### config.mk
export PLATFORM = sky130hd
export DESIGN_NAME = synth_voice_allocator
export DESIGN_NICKNAME = d
export VERILOG_FILES = /design/src/rtl/core/sva_pkg.sv /design/src/rtl/core/synth_voice_allocator.sv /design/src/rtl/core/sva_ctrl.sv /design/src/rtl/core/sva_datapath.sv
export SDC_FILE = /design/constraint.sdc
export NUM_CORES = 1
export LEC_CHECK = 0
export BUFFER_PORTS_ARGS = -buffer_cell sky130_fd_sc_hd__buf_2
export CAP_MARGIN = 10
export CORE_ASPECT_RATIO = 0.7
export CORE_MARGIN = 3
export CORE_UTILIZATION = 45
export DETAILED_ROUTE_END_ITERATION = 10
export PLACE_DENSITY = 0.6
export SKIP_CTS_REPAIR_TIMING = 1
export SYNTH_ARGS = -nofsm -noshare
export SYNTH_HDL_FRONTEND = slang
export SYNTH_HIERARCHICAL = 1
export SYNTH_SLANG_ARGS = --single-unit
### constraint.sdc
create_clock -name clk -period 6.54 [get_ports clk]
set_clock_uncertainty 0.1 [all_clocks]
set_input_delay 1.962 -clock clk [delete_from_list [all_inputs] [get_ports clk]]
set_output_delay 1.962 -clock clk [all_outputs]
set_load 0.02 [all_outputs]
### src/rtl/core/sva_pkg.sv
package sva_pkg;

    // Default number of voice slots
    localparam int VOICES_DEF = 8;

    // Item field widths
    localparam int BYTE_W    = 8;
    localparam int LEN_W     = 2;
    localparam int FSLOT_W   = 3;
    localparam int OUTCOME_W = 3;
    localparam int AGE_W     = 32;
    localparam int MASK_W    = 8;
    localparam int IN_DATA_W  = 32;
    localparam int OUT_DATA_W = 64;

    // Seed hash constants
    localparam logic [AGE_W-1:0] SEED_BASE = 32'ha511e9b3;
    localparam logic [AGE_W-1:0] SEED_MUL  = 32'h9e3779b9;

    // MIDI message types (upper nibble of status) and controller numbers
    localparam logic [3:0] MSG_NOTE_OFF = 4'h8;
    localparam logic [3:0] MSG_NOTE_ON  = 4'h9;
    localparam logic [3:0] MSG_CONTROL  = 4'hb;
    localparam logic [BYTE_W-1:0] CC_ALL_SOUND_OFF = 8'd120;
    localparam logic [BYTE_W-1:0] CC_ALL_NOTES_OFF = 8'd123;
    localparam logic [LEN_W-1:0]  LEN_FULL         = 2'd3;

    // Result kinds carried on the output tuser
    typedef enum logic [OUTCOME_W-1:0] {
        OUT_IGNORED      = 3'd0,
        OUT_STARTED      = 3'd1,
        OUT_RELEASED     = 3'd2,
        OUT_ALL_RELEASED = 3'd3,
        OUT_FREED        = 3'd4
    } outcome_t;

    // Decoded operation of one input beat
    typedef enum logic [2:0] {
        OP_IGNORE,
        OP_START,
        OP_RELEASE_NOTE,
        OP_RELEASE_ALL,
        OP_FREE
    } op_t;

    // Controller to datapath commands
    typedef struct packed {
        logic load;       // capture the input beat, clear scan state
        logic scan_step;  // read the slot at the scan pointer, advance
        logic commit;     // update the table and load the output register
    } sva_cmd_t;

    // Datapath to controller status
    typedef struct packed {
        op_t  op;         // operation of the captured beat
        logic scan_last;  // scan pointer sits on the last slot
        logic out_free;   // output register can take a result now
    } sva_status_t;

endpackage

### src/rtl/core/synth_voice_allocator.sv
// Polyphonic voice allocator with oldest-voice stealing. Each input beat is a
// MIDI channel message or a voice-finished report; each gives exactly one
// result beat. Note-on takes the first free slot, or steals the oldest one;
// note-off or zero-velocity note-on releases matching slots; controllers 120
// and 123 release all; a finished report frees its slot if it is releasing.
// A note beat (start or release by note) scans the slot table, reading one
// slot per cycle from the note and age memories; other beats skip the scan.
// No new beat is taken until the last one's result is loaded into the output
// register, but one is taken while that result still waits there.
module synth_voice_allocator #(
    parameter int VOICES = sva_pkg::VOICES_DEF
) (
    input  logic                            clk,
    input  logic                            rst_n,
    input  logic                            s_axis_tvalid,
    output logic                            s_axis_tready,
    // status_byte[7:0], data_one[15:8], data_two[23:16], msg_length[25:24],
    // finished_slot[28:26], zero[31:29]
    input  logic [sva_pkg::IN_DATA_W-1:0]   s_axis_tdata,
    // action
    input  logic                            s_axis_tuser,
    output logic                            m_axis_tvalid,
    input  logic                            m_axis_tready,
    // slot[2:0], stolen[3], voice_seed[35:4], voice_note[43:36],
    // voice_velocity[51:44], changed_mask[59:52], zero[63:60]
    output logic [sva_pkg::OUT_DATA_W-1:0]  m_axis_tdata,
    // outcome
    output logic [sva_pkg::OUTCOME_W-1:0]   m_axis_tuser
);
    import sva_pkg::*;

    sva_cmd_t    cmd;
    sva_status_t status;

    sva_ctrl u_ctrl (
        .clk           (clk),
        .rst_n         (rst_n),
        .s_axis_tvalid (s_axis_tvalid),
        .s_axis_tready (s_axis_tready),
        .status        (status),
        .cmd           (cmd)
    );

    sva_datapath #(
        .VOICES (VOICES)
    ) u_datapath (
        .clk           (clk),
        .rst_n         (rst_n),
        .cmd           (cmd),
        .status        (status),
        .s_axis_tdata  (s_axis_tdata),
        .s_axis_tuser  (s_axis_tuser),
        .m_axis_tvalid (m_axis_tvalid),
        .m_axis_tready (m_axis_tready),
        .m_axis_tdata  (m_axis_tdata),
        .m_axis_tuser  (m_axis_tuser)
    );

endmodule

### src/rtl/core/sva_ctrl.sv
module sva_ctrl (
    input  logic                 clk,
    input  logic                 rst_n,
    input  logic                 s_axis_tvalid,
    output logic                 s_axis_tready,
    input  sva_pkg::sva_status_t status,
    output sva_pkg::sva_cmd_t    cmd
);
    import sva_pkg::*;

    typedef enum logic [2:0] {
        ST_IDLE,
        ST_DECODE,
        ST_SCAN,
        ST_DRAIN,
        ST_FINISH
    } state_t;

    state_t state_reg;
    state_t state_next;

    // Handshake and commands
    assign s_axis_tready = (state_reg == ST_IDLE);

    always_comb
    begin
        cmd.load      = (state_reg == ST_IDLE) && s_axis_tvalid;
        cmd.scan_step = (state_reg == ST_SCAN);
        cmd.commit    = (state_reg == ST_FINISH) && status.out_free;
    end

    // Next state
    always_comb
    begin
        state_next = state_reg;
        unique case (state_reg)
            ST_IDLE:
            begin
                if (s_axis_tvalid)
                    state_next = ST_DECODE;
            end
            ST_DECODE:
            begin
                if (status.op == OP_START || status.op == OP_RELEASE_NOTE)
                    state_next = ST_SCAN;
                else
                    state_next = ST_FINISH;
            end
            ST_SCAN:
            begin
                if (status.scan_last)
                    state_next = ST_DRAIN;
            end
            ST_DRAIN:
            begin
                state_next = ST_FINISH;
            end
            ST_FINISH:
            begin
                if (status.out_free)
                    state_next = ST_IDLE;
            end
            default:
            begin
                state_next = ST_IDLE;
            end
        endcase
    end

    always_ff @(posedge clk or negedge rst_n)
    begin
        if (!rst_n)
            state_reg <= ST_IDLE;
        else
            state_reg <= state_next;
    end

endmodule

### src/rtl/core/sva_datapath.sv
module sva_datapath #(
    parameter int VOICES = sva_pkg::VOICES_DEF
) (
    input  logic                                clk,
    input  logic                                rst_n,
    input  sva_pkg::sva_cmd_t                   cmd,
    output sva_pkg::sva_status_t                status,
    input  logic [sva_pkg::IN_DATA_W-1:0]       s_axis_tdata,
    input  logic                                s_axis_tuser,
    output logic                                m_axis_tvalid,
    input  logic                                m_axis_tready,
    output logic [sva_pkg::OUT_DATA_W-1:0]      m_axis_tdata,
    output logic [sva_pkg::OUTCOME_W-1:0]       m_axis_tuser
);
    import sva_pkg::*;

    localparam int SLOT_W = (VOICES > 1) ? $clog2(VOICES) : 1;
    localparam logic [SLOT_W-1:0] LAST_SLOT = SLOT_W'(VOICES - 1);

    // Input beat fields
    logic [BYTE_W-1:0]  in_status;
    logic [BYTE_W-1:0]  in_d1;
    logic [BYTE_W-1:0]  in_d2;
    logic [LEN_W-1:0]   in_len;
    logic [FSLOT_W-1:0] in_fslot;
    op_t                in_op;

    assign in_status = s_axis_tdata[7:0];
    assign in_d1     = s_axis_tdata[15:8];
    assign in_d2     = s_axis_tdata[23:16];
    assign in_len    = s_axis_tdata[25:24];
    assign in_fslot  = s_axis_tdata[28:26];

    // Message decode
    always_comb
    begin
        priority if (s_axis_tuser)
            in_op = OP_FREE;
        else if (in_len != LEN_FULL)
            in_op = OP_IGNORE;
        else if (in_status[7:4] == MSG_NOTE_ON && in_d2 != '0)
            in_op = OP_START;
        else if (in_status[7:4] == MSG_NOTE_OFF || in_status[7:4] == MSG_NOTE_ON)
            in_op = OP_RELEASE_NOTE;
        else if (in_status[7:4] == MSG_CONTROL
                 && (in_d1 == CC_ALL_SOUND_OFF || in_d1 == CC_ALL_NOTES_OFF))
            in_op = OP_RELEASE_ALL;
        else
            in_op = OP_IGNORE;
    end

    // Captured beat
    op_t                op_reg;
    logic [BYTE_W-1:0]  d1_reg;
    logic [BYTE_W-1:0]  d2_reg;
    logic [FSLOT_W-1:0] fslot_reg;
    logic [AGE_W-1:0]   prod_reg;

    // Slot table: flags in flops, note and age in memories
    logic [VOICES-1:0]  active_reg;
    logic [VOICES-1:0]  releasing_reg;
    logic [BYTE_W-1:0]  note_mem [VOICES];
    logic [AGE_W-1:0]   age_mem  [VOICES];
    logic [AGE_W-1:0]   counter_reg;

    // Scan pointer and read stage
    logic [SLOT_W-1:0]  scan_idx_reg;
    logic [SLOT_W-1:0]  rd_idx_reg;
    logic               rd_valid_reg;
    logic [BYTE_W-1:0]  note_rd_reg;
    logic [AGE_W-1:0]   age_rd_reg;

    // Scan results
    logic               found_free_reg;
    logic [SLOT_W-1:0]  free_idx_reg;
    logic [SLOT_W-1:0]  best_idx_reg;
    logic [AGE_W-1:0]   best_age_reg;
    logic [MASK_W-1:0]  rel_mask_reg;

    // Output register
    logic               out_valid_reg;
    outcome_t           out_outcome_reg;
    logic [FSLOT_W-1:0] out_slot_reg;
    logic               out_stolen_reg;
    logic [AGE_W-1:0]   out_seed_reg;
    logic [BYTE_W-1:0]  out_note_reg;
    logic [BYTE_W-1:0]  out_vel_reg;
    logic [MASK_W-1:0]  out_mask_reg;

    // Result of the beat being committed
    outcome_t           out_outcome_next;
    logic [FSLOT_W-1:0] out_slot_next;
    logic               out_stolen_next;
    logic [AGE_W-1:0]   out_seed_next;
    logic [BYTE_W-1:0]  out_note_next;
    logic [BYTE_W-1:0]  out_vel_next;
    logic [MASK_W-1:0]  out_mask_next;

    // Commit helpers
    logic [SLOT_W-1:0]  sel_idx;
    logic [AGE_W-1:0]   counter_next;
    logic [SLOT_W-1:0]  fslot_idx;
    logic               fslot_ok;
    logic [VOICES+MASK_W-1:0] all_rel_ext;

    assign sel_idx      = found_free_reg ? free_idx_reg : best_idx_reg;
    assign counter_next = counter_reg + 1'b1;
    assign fslot_idx    = SLOT_W'(fslot_reg);
    assign fslot_ok     = (32'(fslot_reg) < VOICES)
                          && active_reg[fslot_idx] && releasing_reg[fslot_idx];
    assign all_rel_ext  = {{MASK_W{1'b0}}, active_reg & ~releasing_reg};

    // Status
    always_comb
    begin
        status.op        = op_reg;
        status.scan_last = (scan_idx_reg == LAST_SLOT);
        status.out_free  = !out_valid_reg || m_axis_tready;
    end

    // Beat capture and seed product (8 x 32 bits, settles before commit)
    always_ff @(posedge clk)
    begin
        if (cmd.load)
        begin
            d1_reg    <= in_d1;
            d2_reg    <= in_d2;
            fslot_reg <= in_fslot;
        end
        prod_reg <= AGE_W'(d1_reg * SEED_MUL);
    end

    // Note and age memories: one read port for the scan, one write port
    always_ff @(posedge clk)
    begin
        if (cmd.scan_step)
        begin
            note_rd_reg <= note_mem[scan_idx_reg];
            age_rd_reg  <= age_mem[scan_idx_reg];
        end
        if (cmd.commit && op_reg == OP_START)
        begin
            note_mem[sel_idx] <= d1_reg;
            age_mem[sel_idx]  <= counter_next;
        end
    end

    // Control state, slot flags and scan bookkeeping
    always_ff @(posedge clk or negedge rst_n)
    begin
        if (!rst_n)
        begin
            op_reg         <= OP_IGNORE;
            active_reg     <= '0;
            releasing_reg  <= '0;
            counter_reg    <= '0;
            scan_idx_reg   <= '0;
            rd_idx_reg     <= '0;
            rd_valid_reg   <= 1'b0;
            found_free_reg <= 1'b0;
            free_idx_reg   <= '0;
            best_idx_reg   <= '0;
            best_age_reg   <= '0;
            rel_mask_reg   <= '0;
        end
        else
        begin
            // new beat: restart the scan
            if (cmd.load)
            begin
                op_reg         <= in_op;
                scan_idx_reg   <= '0;
                found_free_reg <= 1'b0;
                rel_mask_reg   <= '0;
            end

            // issue one slot read per step
            rd_valid_reg <= cmd.scan_step;
            if (cmd.scan_step)
            begin
                rd_idx_reg   <= scan_idx_reg;
                scan_idx_reg <= scan_idx_reg + 1'b1;
            end

            // evaluate the slot whose data has arrived
            if (rd_valid_reg)
            begin
                if (op_reg == OP_START)
                begin
                    if (!active_reg[rd_idx_reg] && !found_free_reg)
                    begin
                        found_free_reg <= 1'b1;
                        free_idx_reg   <= rd_idx_reg;
                    end
                    // oldest voice, first slot on ties
                    if (rd_idx_reg == '0 || age_rd_reg < best_age_reg)
                    begin
                        best_age_reg <= age_rd_reg;
                        best_idx_reg <= rd_idx_reg;
                    end
                end
                else if (op_reg == OP_RELEASE_NOTE)
                begin
                    if (active_reg[rd_idx_reg] && note_rd_reg == d1_reg)
                    begin
                        releasing_reg[rd_idx_reg] <= 1'b1;
                        if (!releasing_reg[rd_idx_reg] && 32'(rd_idx_reg) < MASK_W)
                            rel_mask_reg[3'(rd_idx_reg)] <= 1'b1;
                    end
                end
            end

            // table update at commit
            if (cmd.commit)
            begin
                unique case (op_reg)
                    OP_START:
                    begin
                        counter_reg            <= counter_next;
                        active_reg[sel_idx]    <= 1'b1;
                        releasing_reg[sel_idx] <= 1'b0;
                    end
                    OP_RELEASE_ALL:
                    begin
                        releasing_reg <= releasing_reg | active_reg;
                    end
                    OP_FREE:
                    begin
                        if (fslot_ok)
                        begin
                            active_reg[fslot_idx]    <= 1'b0;
                            releasing_reg[fslot_idx] <= 1'b0;
                        end
                    end
                    OP_IGNORE, OP_RELEASE_NOTE:
                    begin
                    end
                    default:
                    begin
                    end
                endcase
            end
        end
    end

    // Output valid
    always_ff @(posedge clk or negedge rst_n)
    begin
        if (!rst_n)
            out_valid_reg <= 1'b0;
        else if (cmd.commit)
            out_valid_reg <= 1'b1;
        else if (m_axis_tready)
            out_valid_reg <= 1'b0;
    end

    // Result fields for the committed beat
    always_comb
    begin
        out_outcome_next = OUT_IGNORED;
        out_slot_next    = '0;
        out_stolen_next  = 1'b0;
        out_seed_next    = '0;
        out_note_next    = '0;
        out_vel_next     = '0;
        out_mask_next    = '0;
        unique case (op_reg)
            OP_START:
            begin
                out_outcome_next = OUT_STARTED;
                out_slot_next    = 3'(sel_idx);
                out_stolen_next  = !found_free_reg;
                out_seed_next    = SEED_BASE ^ prod_reg ^ counter_next;
                out_note_next    = d1_reg;
                out_vel_next     = d2_reg;
            end
            OP_RELEASE_NOTE:
            begin
                out_outcome_next = OUT_RELEASED;
                out_mask_next    = rel_mask_reg;
            end
            OP_RELEASE_ALL:
            begin
                out_outcome_next = OUT_ALL_RELEASED;
                out_mask_next    = all_rel_ext[MASK_W-1:0];
            end
            OP_FREE:
            begin
                if (fslot_ok)
                begin
                    out_outcome_next = OUT_FREED;
                    out_slot_next    = fslot_reg;
                end
            end
            OP_IGNORE:
            begin
            end
            default:
            begin
            end
        endcase
    end

    // Output payload
    always_ff @(posedge clk)
    begin
        if (cmd.commit)
        begin
            out_outcome_reg <= out_outcome_next;
            out_slot_reg    <= out_slot_next;
            out_stolen_reg  <= out_stolen_next;
            out_seed_reg    <= out_seed_next;
            out_note_reg    <= out_note_next;
            out_vel_reg     <= out_vel_next;
            out_mask_reg    <= out_mask_next;
        end
    end

    assign m_axis_tvalid = out_valid_reg;
    assign m_axis_tuser  = out_outcome_reg;
    assign m_axis_tdata  = {4'b0000, out_mask_reg, out_vel_reg, out_note_reg,
                            out_seed_reg, out_stolen_reg, out_slot_reg};

endmodule

# Word level (Yosys, flattened, before mapping)
# Memory sizes are Yosys's and may differ from the RTL's. A register that Yosys moved wholly into a read port is not among the register bits.
# Index checks and enable logic that the tools add are counted.
# W data, S select, Z words.
# word_totals
regBits	223
latchBits	0
ram_bits	320
rom_bits	0
inputBits	37
wordCells	155
n_memories	2
# classes
n_addsub	2
n_mul	1
n_div	0
magnitude_cmp	7
eq_ne	20
n_shift	0
muxes	55
bitwise	13
reduce_logical	30
# memory_table
name	words	word_bits	rd	rd_ports_with_merged_regs	write_ports	line	rtl
u_datapath.age_mem	8	32	1	1	1	sva_datapath.sv:63	logic [AGE_W-1:0] age_mem [VOICES];
u_datapath.note_mem	8	8	1	1	1	sva_datapath.sv:62	logic [BYTE_W-1:0] note_mem [VOICES];
# ops
cell	n
$mux W8	13
$mux W3	13
$add A32 B1 Y32 const B	1
$and A8 B8 Y8	4
$lt A32 B32 Y1	1
$mul A8 B32 Y32 const B	1
$or A8 B8 Y8	4
$pmux W8 S2	2
$xor A32 B32 Y32	1
$not A8 Y8	3
$pmux W8 S3	1
$eq A8 B7 Y1 const B	2
$not A16 Y16	1
$mux W1	15
$pmux W3 S5	1
$bmux W1 S3	4
$eq A3 B2 Y1 const B	4
$eq A4 B4 Y1 const B	3
$lt A3 B4 Y1 const B	3
$pmux W3 S4	1
$reduce_and A3 Y1	4
$logic_and A1 B1 Y1	11
$demux W1 S3	3
$eq A3 B3 Y1 const B	3
14 further kinds	29

# Depth between registers and ports, before layout
# logic_depth
word_depth	13
mapped_depth	16
ltp_nobuf	16

# Hierarchy
# The synthesis kept the hierarchy.
# by_module_without_submodules
mod	n_inst	cells_per_inst	area_each_um2	seq_area_each_um2
sva_datapath	1	1824	26959.6	16565.9
sva_ctrl	1	18	170.2	75.1

# Worst setup path after synthesis
# No wires, ideal clock.
# synth_path
path_type	input to register
from	input port m_axis_tready
to	register u_datapath.active_reg[7]
setup_time_ns	0.076
arrival_time_ns	6.789
required_time_ns	6.364
path_slack_ns	-0.425
cell_stages	6
n_path_buf	1
path_cell_list	nand2b_1 > and3_2 > nand3_1 > clkbuf_1 > nor3_1 > o32a_1
# synth_rtl
element	line	rtl
from (decl)	synth_voice_allocator.sv:23	input logic m_axis_tready,
to (signal assigned)	sva_datapath.sv:154	active_reg <= '0;
to (signal, indexed assignment)	sva_datapath.sv:220	active_reg[sel_idx] <= 1'b1;
to (signal, indexed assignment)	sva_datapath.sv:231	active_reg[fslot_idx] <= 1'b0;
to (decl)	sva_datapath.sv:60	logic [VOICES-1:0] active_reg;

# Worst setup path after layout
# layout_path
from	register u_datapath.d1_reg[3]
to	register u_datapath.prod_reg[20]
# layout_via
elab_chain_len	1
# layout_rtl
element	line	rtl
from (decl)	sva_datapath.sv:54	logic [BYTE_W-1:0] d1_reg;
from (signal assigned)	sva_datapath.sv:126	d1_reg <= in_d1;
$mul A8 B32 Y32	sva_datapath.sv:130	prod_reg <= AGE_W'(d1_reg * SEED_MUL);
to (signal assigned)	sva_datapath.sv:130	
to (decl)	sva_datapath.sv:57	logic [AGE_W-1:0] prod_reg;
# No other way between the ends.
# A chain may end at the register's enable or synchronous reset.

==> flow_summary.json <==
{
  "status": "finished clean",
  "gp_congestion": 0.906,
  "placed_area_sq_um": 28500,
  "grtUsageTotal_pct": 19.9,
  "crit_path_cell_trace": "fa_1, fa_1, inv_1, fa_1, inv_1, fa_1, ha_1, a21o_1, a21oi_1, a21oi_1, o21ai_0, or3b_2, a21oi_1, xnor2_1",
  "largest_reg_flops": 256,
  "area_growth_pct": 12.2,
  "power_density_nw_per_um2": 510,
  "max_cap_viol_count": 0,
  "final_net_count": 2148,
  "drt-initial-drc-count": 1186,
  "worst_slew_pin_slew_ns": 1.07,
  "hold_viol_final": 0,
  "cp_slowest_stage_delay_ns": 0.67,
  "die_area_sq_um": 63300,
  "viasPerCell": 5.42,
  "clockBufferDepth": 3,
  "synth_seq_cells": 583,
  "place_ws_ns": 1.15,
  "fin_crit_ns": 5.36,
  "antennaDiodeCount": 0,
  "tns_ns": 0,
  "yosys_warnings": 6,
  "io_pins": 106,
  "regArea_sq_um": 16600,
  "start_util_pct": 46.0,
  "cts_tree": "yes",
  "finalCritPeriodShare_pct": 81.9,
  "multiInputGateArea_sq_um": 9610,
  "vias": 15200,
  "synth_area_sq_um": 27100,
  "crit_path_end_kind": "flip-flop",
  "synth_common_cells": "442 x edfxtp_1, 164 x inv_1, 125 x nor2_1",
  "fin_ws_ns": 1.18,
  "cts_max_level": 2,
  "cts_buffers": 55,
  "synthCells": 1842,
  "finalSetupViolations": 0,
  "min_path_type": "reg -> reg",
  "irDropWorstVdd_mv": 0.577,
  "clock_latency_ns": 0.62,
  "die_y_microns": 211,
  "fp.dieW_microns": 299,
  "fp.coreArea_sq_um": 59000,
  "postLayoutCellArea_sq_um": 30400,
  "drt-pass1-iter-count": 5,
  "grt_pass1_vias": 15900,
  "worstSetupPathType": "reg -> reg",
  "hpwl_mm": 40.6,
  "drc": 0,
  "synth_edf_count": 442,
  "holdWs_ns": 0.406,
  "syn_area_per_cell_sq_um": 14.7,
  "arrival_ns": 5.80,
  "synth.most_common_cell": "edfxtp_1",
  "io_buffers": 94,
  "cp.required_ns": 6.98,
  "cpMaxStageDelayCell": "edfxtp_1",
  "leakagePower_uw": 0.0114,
  "clk_pin_slew_ns": 0.07,
  "synthArstFlopShare_pct": 18.7,
  "cts_sinks": 583,
  "ys_types": 79,
  "synthFlopType": "edfxtp_1",
  "wire_per_inst_microns": 22.1,
  "grt_pass1_wl_mm": 95.9,
  "seq_area_frac_synth_pct": 61.3,
  "cts_root_buf": "clkbuf_16",
  "grt-ovfl-total": 0,
  "grt_max_degree": 70,
  "critPathLaunchType": "flip-flop",
  "critical_path_buf_inv_count": 2,
  "antenna_found_initial": 0,
  "crit_top_cell": "fa_1",
  "slew_violations": 0,
  "regMostFlops": "u_datapath/age_mem",
  "rows": 74,
  "synth.area.top_cells": "edfxtp_1 49%, dfrtp_1 10%, mux4_2 6.6%",
  "final_layout_size_suffix_gt1_share_pct": 19.4,
  "wl_mm": 61.8,
  "netlist.top_cell.by_area": "edfxtp_1",
  "fmax_mhz": 187,
  "crit_family": "adder cells",
  "fillers": 4923,
  "postRouteAntennaNets": 0,
  "top_regs": "u_datapath/age_mem x256, u_datapath/note_mem x64",
  "yosys.area.top_type_share_pct": 48.9,
  "rsz0062_at_grt": "false",
  "power.total_uw": 15500,
  "path_max_fanout": 14,
  "relSlewSlack_pct": 28.1
}
==> logic make-up (layout without fill, tap and decap cells) <==
family,count (synthesis),count (layout),synth area share (%)
xor+xnor,130,130,4.20
other cells,1,4,0.0138
simple gates,364,364,6.42
compound gates,207,207,4.93
flops,583,583,61.3
fa+ha+maj,158,158,8.95
buf+inv,232,386,3.54
mux,167,167,10.6
==> worst register-to-register path, stage by stage (launching register included) <==
cell,delay (ns)
edfxtp_1,0.67
fa_1,0.58
fa_1,0.50
inv_1,0.10
fa_1,0.50
inv_1,0.06
fa_1,0.52
ha_1,0.39
a21o_1,0.21
a21oi_1,0.21
a21oi_1,0.13
o21ai_0,0.50
or3b_2,0.49
a21oi_1,0.21
xnor2_1,0.13
==> cells in the final DEF, fill, tap and decap left out, drive strengths merged, types with 14 or more instances in the layout <==
cell type  instances
mux2              76
dfxtp             32
xnor2             62
ha                98
nand2             96
edfxtp           442
mux4              80
fa                60
a21o              17
nor3              21
clkbuf            78
dfrtp            109
buf              118
nand3             37
o22ai             20
inv              168
o21ai             44
nor2             125
xor2              68
nand4             19
a21oi             58
and2              14
==> cell type report <==
type | instances | area share, %
clock inverters | 25 | 1.24
multi-input cells | 1030 | 31.6
inverters | 165 | 2.04
repair buffers | 118 | 2.19
flip-flops and latches | 583 | 54.7
clock buffers | 78 | 5.00
well taps | 798 | 3.28
==> through the flow <==
stage                     std cells  utilization (%)
final                          2797             51.6
after global routing           2797             51.6
after CTS                      2797             51.6
after detailed placement       2694             48.4
after global placement         2694             48.4
after floorplan                1845                -
==> path summary, 6_finish.rpt <==
path | start | to | cells after the start | slack, ns
worst max-delay path | u_datapath/d1_reg[3] | u_datapath/prod_reg[20] | 14 | 1.18
worst min-delay path | u_datapath/counter_reg[31] | u_datapath/counter_reg[31] | 1 | 0.41
worst max register to register | u_datapath/d1_reg[3] | u_datapath/prod_reg[20] | 14 | 1.18
worst min register to register | u_datapath/counter_reg[31] | u_datapath/counter_reg[31] | 1 | 0.41
max in group asynchronous | rst_n | u_datapath/scan_idx_reg[0] | 2 | 3.97
min in group asynchronous | rst_n | u_datapath/best_age_reg[8] | 1 | 1.36
==> where the power goes <==
group	leakage [uW]	internal (uW)	switching, uW
Combinational	0.00471	2940	4500
Sequential	0.00580	4480	264
Clock	0.000917	1920	1410
==> per-layer routing <==
| layer | wire length [microns] | track usage, % |
|---|---|---|
| met5 | 0 | 0 |
| met4 | 1150 | 4.60 |
| met3 | 3370 | 3.54 |
| met1 | 30400 | 30.5 |
| met2 | 26900 | 29.8 |
No activity file was read; power rests on OpenSTA's default activity.
